`src/rtl/ipfs_pkg.sv`:
```
// ----------------------------------------------------------------------------
// Index pool free stack package
// Shared widths, command codes, default sizes and the result word type.
// ----------------------------------------------------------------------------
`default_nettype none

package ipfs_pkg;

   localparam int IDX_W         = 10;
   localparam int COUNT_W       = 7;
   localparam int USE_W         = 11;
   localparam int CAPACITY_DEF  = 1024;
   localparam int MAX_BATCH_DEF = 64;

   localparam logic CMD_ALLOC = 1'b0;
   localparam logic CMD_FREE  = 1'b1;

   typedef struct packed {
      logic [IDX_W-1:0] slot_index;
      logic             granted;
      logic             last;
      logic [USE_W-1:0] in_use_count;
      logic             overflow;
   } rsp_word_type;

endpackage

`default_nettype wire

```
`src/rtl/ipfs_rsp_queue.sv`:
```
// ----------------------------------------------------------------------------
// Index pool free stack response queue
// Two-word queue in front of the response channel. It decouples the stack
// pipeline from stalls on the response side.
// ----------------------------------------------------------------------------
`default_nettype none

module ipfs_rsp_queue
   import ipfs_pkg::*;
(
   input  wire logic         clock,
   input  wire logic         reset,
   input  wire logic         push_valid,
   input  wire rsp_word_type push_word,
   input  wire logic         pop,
   output logic              out_valid,
   output rsp_word_type      out_word,
   output logic [1:0]        count
);

   rsp_word_type entry_ff [2];
   logic         wr_ptr_ff;
   logic         wr_ptr_in;
   logic         rd_ptr_ff;
   logic         rd_ptr_in;
   logic [1:0]   count_ff;
   logic [1:0]   count_in;

   always_comb begin
      wr_ptr_in = wr_ptr_ff ^ push_valid;
      rd_ptr_in = rd_ptr_ff ^ pop;
      count_in  = count_ff + {1'b0, push_valid} - {1'b0, pop};
   end

   always_ff @(posedge clock) begin
      if (reset) begin
         wr_ptr_ff <= 1'b0;
         rd_ptr_ff <= 1'b0;
         count_ff  <= 2'd0;
      end else begin
         wr_ptr_ff <= wr_ptr_in;
         rd_ptr_ff <= rd_ptr_in;
         count_ff  <= count_in;
      end
   end

   always_ff @(posedge clock) begin
      if (push_valid) begin
         entry_ff[wr_ptr_ff] <= push_word;
      end
   end

   assign out_valid = (count_ff != 2'd0);
   assign out_word  = entry_ff[rd_ptr_ff];
   assign count     = count_ff;

endmodule

`default_nettype wire

```
`config.mk`:
```
export PLATFORM = sky130hd
export DESIGN_NAME = ipfs_rsp_queue
export DESIGN_NICKNAME = d
export VERILOG_FILES = /design/src/rtl/ipfs_pkg.sv /design/src/rtl/ipfs_rsp_queue.sv
export SDC_FILE = /design/constraint.sdc
export NUM_CORES = 1
export LEC_CHECK = 0
export BUFFER_PORTS_ARGS = -buffer_cell sky130_fd_sc_hd__clkbuf_2
export CORE_MARGIN = 3
export CORE_UTILIZATION = 30
export CTS_CLUSTER_DIAMETER = 50
export DETAILED_ROUTE_END_ITERATION = 16
export PLACE_DENSITY = 0.49
export SYNTH_ARGS = -nofsm -noshare
export SYNTH_HDL_FRONTEND = slang
export SYNTH_SLANG_ARGS = --single-unit
```
`constraint.sdc`:
```
create_clock -name clock -period 1.5 [get_ports clock]
set_input_delay 0.075 -clock clock [delete_from_list [all_inputs] [get_ports clock]]
set_output_delay 0.075 -clock clock [all_outputs]
set_load 0.01 [all_outputs]
```
==> results, run 1 <==
- The number of setup violations in the final report is 0.
- Counting the buffers created by CTS gives 5.
- The instance area at placement is 2400 um2.
- The maximum level of the CTS H-tree is 2.
- The number of placement rows is 29.
- The worst setup path is captured at a primary output.
- The first global-routing pass estimated 5480 um of wire.
- The post-placement setup slack is 0.294 ns.
- The flow ran to the end, and the final reports show no timing, DRC or antenna violations.
- The largest net degree at the start of global routing is 17.
- Of the total synthesized cell area, the portion taken by full adders, half adders and majority gates is 0.0246.
- For this design the top-level I/O count stands at 55.
- From synthesis to final layout, the design area changed by 38.8%.
- At the later pin of the worst-skew pair, clock insertion delay measures 0.30 ns.
- The number of global-route vias before repair is 1205.
- The average wire per standard cell is 13.8 um.
- The total clock sinks is 52.
- The share of the clock period used by the worst path is 0.984.
- After the last flow step, the layout net total stands at 217.
- For this design the ratio of total power to cell area is 1080 nW/um2.
- Of the total synthesized cell area, the portion taken by XOR and XNOR cells is 0.0154.
- No sink is reached through more buffers than the 2 on the longest clock path.
- At the pin with the least slew margin, the transition time is 0.228 ns.
- Of the total power, registers draw 0.567.
- Setup repair after global routing could not meet its margin everywhere.
- The detailed router finished its first iteration with 22 violations.
- The repair_antennas step left the layout with diodes totalling 0.
- The worst hold path belongs to the class input port to flip-flop.
- The power after layout is 3.05 mW.
- The analysis attributes to net switching a power of between 0.6 and 0.7 mW.
- Cell internal power was estimated by the tool at 2.35 mW.
- By startpoint and endpoint, the worst setup path is classified as flip-flop to primary output.
- The global-route usage over all layers is 0.0964.
- In the routed design, unresolved DRC markers number 0.
- The worst-case headroom to the max-slew limit is 0.848.
- In the final layout, the share of cells above drive strength 1 is 0.516.
- The routed layout has around 1100 vias.
- The max-slew violation count is 0.
- The worst path needs approximately 1.5 ns of the cycle, external delays included.
- Clock-pin slew was measured on the worst setup and hold paths at 0.08 ns.
- The area fraction in and, or, nand and nor cells after synthesis is 0.0117.
- The most common library cell in the layout ignoring fill and taps is sky130_fd_sc_hd__clkbuf_2.
- The data arrival time at the worst-slack endpoint is between 1 and 1.5 ns.
- The leakage component of the power is 1.15 nW.
- The finished cells cover 2820 um2.
- VDD sags by at most 591 uV.
- The floorplan step defined a core boundary enclosing 6460 um2.
- TritonCTS built the clock tree.
- The remaining antenna violation count is 0.
- The part of the Yosys area used for sequential elements is 0.749.
- The master cell of the clock root buffer is sky130_fd_sc_hd__clkbuf_8.
- The starting utilization of the core area is 0.314.
- The post-placement cell count is 226.
- The die covers 7790 um2.
- Synthesis produced a netlist with a net count of 125.
- The maximum clock skew at final layout is between 0.008 and 0.009 ns.
- The final weighted congestion of routability-driven global placement is 0.634.
- For this run, the number of Yosys warnings is 0.
- The post-synthesis compound-gate area fraction is 0.
- The die boundary width is 88.3 um.
- The port buffer count is 54.
- The initial antenna violation count is 0.
- Static timing analysis puts the maximum clock frequency at 0.677 GHz.
- By area, the combinational part of the netlist is dominated by multiplexers.
- The global-route congestion overflow total is 0.
- From bottom edge to top edge, the die measures 88.3 um.
- Setup slack closes at 0.0239 ns.
- The final-report hold violation count is 0.
- Data on the critical path is required at its endpoint by 1.42 ns.
- The vias per cell is between 4 and 5.
- The worst setup path is launched from a flip-flop.
- The fraction of power consumed by the clock network is 0.249.
- The cell area after synthesis is between 2000 and 2500 um2.
- The per-instance average area after synthesis is ~22 um2.
- The switching share of power is 0.228.
- The top cell types in the final layout, fill and taps aside, are 54 x sky130_fd_sc_hd__clkbuf_2, 48 x sky130_fd_sc_hd__edfxtp_1, 25 x sky130_fd_sc_hd__dlygate4sd3_1.
- The total iterations of the first detailed-routing run is 2.
- The synthesized instance count is 93.
- The layout filler cell count is 596.
- The tool flagged a number of max-cap violations equal to 0.
- The number of cells in the finished layout apart from fillers is 263.
- The distinct cell type count of the synthesized netlist is 13.
- The final layout contains routed wiring with a total length of between 3000 and 4000 um.
- Measured against the total synthesized area, the mux share comes to 0.168.
- Along the worst path, the maximum fanout reaches 6.
- The part of the total power dissipated in combinational logic is 0.184.
- The synthesized design contains 52 register bits.
-- area by class of cell --
| class | instances | area [um2] | share of cell area |
|---|---|---|---|
| flip-flops and latches | 52 | 1530 | 0.541 |
| clock buffers | 6 | 72.6 | 0.0257 |
| clock inverters | 2 | 16.3 | 0.00577 |
| inverters | 3 | 11.3 | 0.00399 |
| repair buffers | 88 | 651 | 0.231 |
| well taps | 77 | 96.3 | 0.0342 |
| multi-input cells | 35 | 447 | 0.158 |
-- worst max-delay path: stages, from the launching register on --
cell	delay, ns
sky130_fd_sc_hd__dfxtp_4	0.41
sky130_fd_sc_hd__buf_12	0.13
sky130_fd_sc_hd__clkbuf_16	0.15
sky130_fd_sc_hd__mux2_4	0.29
sky130_fd_sc_hd__clkbuf_2	0.13
-- cell usage after synthesis (all sizes together) --
cell type	instances	share of area
nor2b	1	0.0031
ha	4	0.025
or2	1	0.0031
mux2	24	0.17
dfxtp	4	0.039
nor2	3	0.0055
xnor2	1	0.0043
buf	3	0.025
inv	3	0.0055
xnor3	1	0.011
edfxtp	48	0.71
-- power groups by stage --
stage	sequential [mW]	clock, mW	combinational (mW)
3_3_place_gp	1.75	0	0.462
5_1_grt	1.74	0.859	0.612
3_5_place_dp	1.76	0	0.470
2_1_floorplan	1.75	0	0.307
6_report	1.73	0.759	0.562
4_1_cts	1.73	0.799	0.569
-- registers in the layout (all words and copies together) (netlist names) --
| signal | cells |
|---|---|
| rd_ptr_ff | 1 |
| count | 2 |
| entry_ff | 48 |
| wr_ptr_ff | 1 |
-- cells by family (layout without fill, tap and decap cells) --
family / Yosys count / after routing
xor+xnor: 2 / 2
fa+ha+maj: 4 / 4
buf+inv: 6 / 99
flops: 52 / 52
mux: 24 / 24
simple gates: 5 / 5
-- path summary, 6_finish.rpt --
path	depth (start not counted)	slack, ns	startpoint	end
worst min register to register	3	0.55	wr_ptr_ff$_SDFF_PP0_	wr_ptr_ff$_SDFF_PP0_
worst max register to register	6	0.30	count[0]$_SDFF_PP0_	count[1]$_SDFF_PP0_
worst max-delay path	4	0.02	rd_ptr_ff$_SDFF_PP0_	out_word[4]
worst min-delay path	3	0.05	pop	rd_ptr_ff$_SDFF_PP0_
-- through the flow --
stage / util / hold slack [ns] / setup TNS, ns
2_1_floorplan: - / 0.142 / 0
3_3_place_gp: 0.371 / 0.264 / 0
3_5_place_dp: 0.371 / 0.269 / 0
4_1_cts: 0.433 / 0.0408 / -0.00106
5_1_grt: 0.436 / 0.0535 / -0.222
6_report: 0.436 / 0.0506 / 0
-- per-layer routing --
metal,up-vias,GRT usage,part of all wire
li1,536,-,-
met1,527,0.100,0.40
met2,40,0.182,0.53
met3,4,0.0335,0.058
met4,0,0.0288,0.0080
met5,-,0,0
-- repair_timing --
| action | in CTS | in global routing |
|---|---|---|
| endpoints found under the hold margin | 52 | 0 |
| buffers inserted | 2 | 0 |
| pin swaps | 0 | 0 |
| cloned | 1 | 1 |
| setup endpoints to repair | 12 | 12 |
| resized for setup | 1 | 1 |
| hold buffers | 25 | 0 |
Note: power is estimated with default switching activity, not from simulation.
==> run 2: changes to the inputs <==
--- a/config.mk
+++ b/config.mk
@@ -11,6 +11,7 @@
 export CTS_CLUSTER_DIAMETER = 50
 export DETAILED_ROUTE_END_ITERATION = 16
 export PLACE_DENSITY = 0.49
+export SETUP_SLACK_MARGIN = 0.15
 export SYNTH_ARGS = -nofsm -noshare
 export SYNTH_HDL_FRONTEND = slang
 export SYNTH_SLANG_ARGS = --single-unit
==> run 2 against run 1 <==
Sequential power about the same. Register-to-register slack is essentially flat. Count of clock-buffer cells in the layout is 1 lower. Routed wire length grew 11%. Global-route usage is 0.67 points higher. Flip-flop and latch count stayed put. Critical endpoint is now out_word[8]. Largest power group unchanged.
==> results, run 2 (synthesis results as in run 1) <==
- The total CTS buffers is 5.
- The vias per cell is 4.26.
- The max-slew violation count is 0.
- Leaving out fill and tap cells, the most frequent cell in the layout is sky130_fd_sc_hd__edfxtp_1.
- Once routing completed, OpenROAD measured the worst setup slack at 0.0393 ns.
- The maximum clock skew at final layout is ~0.0050 ns.
- Dividing total power by cell area gives a power density of 1100 nW/um2.
- Measured against its own limit, the worst slew margin works out to 0.814.
- By startpoint and endpoint, the worst setup path is classified as flip-flop to primary output.
- The number of setup violations in the final report is 0.
- The total iterations of the first detailed-routing run is 4.
- The total die area is 7790 um2.
- The post-placement setup slack is roughly 0.3 ns.
- The total number of nets in the final design is 224.
- Summed over all layers, the routed wires come to 4010 um.
- Entering global routing, the biggest net connects 20 pins.
- The area overhead of the layout relative to synthesis is 51.6%.
- The most flop-heavy register is entry_ff.
- The final weighted congestion of routability-driven global placement is 0.676.
- The initial antenna violation count is 0.
- The post-CTS clock slew at the launch and capture registers of the worst setup and hold paths is 0.09 ns.
- Clock tree synthesis selected as its root buffer the cell sky130_fd_sc_hd__clkbuf_8.
- At the end of the flow the core is filled with cells to 0.477.
- The startpoint kind of the worst setup timing path is a flip-flop.
- Dividing the detail-routed wire length by the instance count gives about 15 um.
- Input and output buffers added on the ports amount to 54.
- CTS built an H-tree with a depth of 2.
- The final-report hold violation count is 0.
- The worst-case hold path end point is rd_ptr_ff$_SDFF_PP0_.
- The finished layout holds 270 standard cells, fillers aside.
- For this run, design rule violations remaining after detail routing come to 0.
- Along the worst path, the maximum fanout reaches 5.
- The worst IR drop on VDD is 619 uV.
- The setup slack on the worst flop-to-flop path is 0.29 ns.
- The register with the most flip-flops in the layout has 48 of them.
- The endpoint of the worst-slack reg-to-reg timing path is count[1]$_SDFF_PP0_.
- The clock latency of the later-clocked register in the worst-skew pair is 0.30 ns.
- The share of final-layout standard cells stronger than drive strength 1 is 0.539.
- The remaining antenna violation count is 0.
- The run finished with clean final reports.
- The path class of the lowest-slack min-delay path is input port to flip-flop.
- The count of pins on the block boundary is 55.
- The leakage component of the power is 1.26 nW.
- After routing the design area is around 3000 um2.
- The startpoint identified for the worst register-to-register timing path is count[0]$_SDFF_PP0_.
- The critical path capture point type is a primary output.
- Data on the critical path arrives at its endpoint at roughly 1.4 ns.
- The buffer depth of the longest clock path is 2.
- At the pin with the least slew margin, the transition time is about 0.28 ns.
- The instance area at placement is 2400 um2.
- The overall die height is slightly below 90 um.
- The worst hold path begins at pop.
- 0 antenna diodes ended up in the layout.
- Setup total negative slack on the finished layout was measured at 0 ns.
- The highest clock rate is 0.685 GHz.
- The first global-routing pass estimated about 5800 um of wire.
- The core region is 6460 um2.
- The starting utilization of the core area is 0.314.
- The shortest period the worst path allows is 1.46 ns.
- For this run the aggregate overflow at the end of global routing stands at 0.
- The clock tree from TritonCTS is done.
- The routed layout has 1149 vias.
- The total clock sinks is between 50 and 60.
- Setup repair after global routing could not meet its margin everywhere.
- The reported max-cap violation count is 0.
- The share of the clock period used by the worst path is 0.974.
- Leaving out fill and tap cells, the most frequent cells in the layout are 48 x sky130_fd_sc_hd__edfxtp_1, 32 x sky130_fd_sc_hd__clkbuf_2, 25 x sky130_fd_sc_hd__dlygate4sd3_1.
- The floorplan step set the die width to roughly 90 um.
- At the worst endpoint, the required time is 1.42 ns.
- The depth of the worst hold-timing path is 3.
- The sum of net half-perimeters after detailed placement is 2490 um.
- The post-placement cell count is between 200 and 250.
- After the first detailed-routing iteration, the DRC count stood at 42.
- In the global route stage, overall resource usage came out at 0.103.
- The depth of the most critical reg-to-reg path is 6.
- The initialized floorplan defines 29 standard-cell rows.
- The number of global-route vias before repair is 1190.
==> run 2: cell count changes in the layout (fill, tap and decap cells not counted) <==
cell	previous run	this run
sky130_fd_sc_hd__buf_12	2	3
sky130_fd_sc_hd__buf_16	1	2
sky130_fd_sc_hd__buf_4	5	9
sky130_fd_sc_hd__buf_6	0	23
sky130_fd_sc_hd__bufinv_16	0	1
sky130_fd_sc_hd__clkbuf_1	1	0
sky130_fd_sc_hd__clkbuf_2	54	32
sky130_fd_sc_hd__clkinv_1	0	1
sky130_fd_sc_hd__clkinvlp_4	1	0
sky130_fd_sc_hd__ha_1	4	3
sky130_fd_sc_hd__ha_2	0	1
sky130_fd_sc_hd__mux2_2	5	3
sky130_fd_sc_hd__mux2_4	19	21
==> run 2: worst max-delay path by stage <==
stage / from / endpoint
global placement: rd_ptr_ff$_SDFF_PP0_ / out_word[14]
global route: rd_ptr_ff$_SDFF_PP0_ / out_word[20]
finish: rd_ptr_ff$_SDFF_PP0_ / out_word[8]
floorplan: wr_ptr_ff$_SDFF_PP0_ / entry_ff[1][0]$_DFFE_PP_
detailed placement: count[0]$_SDFF_PP0_ / count[1]$_SDFF_PP0_
CTS: rd_ptr_ff$_SDFF_PP0_ / out_word[14]
==> run 2: area by class of cell <==
| type | count | area [um2] |
|---|---|---|
| clock buffers | 5 | 68.8 |
| repair buffers | 95 | 877 |
| fillers | 578 | 3380 |
| inverters | 3 | 11.3 |
| clock inverters | 3 | 42.5 |
| well taps | 77 | 96.3 |
| flip-flops and latches | 52 | 1530 |
| multi-input cells | 35 | 457 |
==> run 2: worst max-delay path, stage by stage, from the launching register on <==
cell and delay (ns):
sky130_fd_sc_hd__dfxtp_4 0.38, sky130_fd_sc_hd__buf_12 0.14, sky130_fd_sc_hd__clkbuf_16 0.16, sky130_fd_sc_hd__mux2_4 0.30
sky130_fd_sc_hd__buf_6 0.12
==> run 2: per-stage QoR <==
step           hold WS (ns)  total power, mW
3_3_place_gp          0.264             2.22
2_1_floorplan         0.142             2.06
6_report             0.0468             3.38
5_1_grt              0.0461             3.55
4_1_cts              0.0385             3.31
3_5_place_dp          0.270             2.24
==> run 2: repair_timing <==
action / CTS / global route
endpoints found under the setup margin: 19 / 24
hold endpoints to repair: 52 / 0
gates cloned: 2 / 1
hold buffers: 25 / 0
resized for setup: 3 / 50
buffers inserted: 5 / 3
==> run 2: report_power, final <==
part	internal, mW	total (mW)	switching, mW
logic	0.452	0.716	0.264
clock network	0.495	0.939	0.445
registers	1.69	1.72	0.0354
total	2.64	3.38	0.744
==> run 2: routing by layer <==
layer | wire length [um] | share of wire | global-route usage | vias to the layer above
li1 | - | - | - | 550
met1 | 1670 | 0.42 | 0.120 | 557
met2 | 2090 | 0.52 | 0.176 | 40
met3 | 240 | 0.060 | 0.0410 | 2
met4 | 14 | 0.0035 | 0.0288 | 0
met5 | 0 | 0 | 0 | -
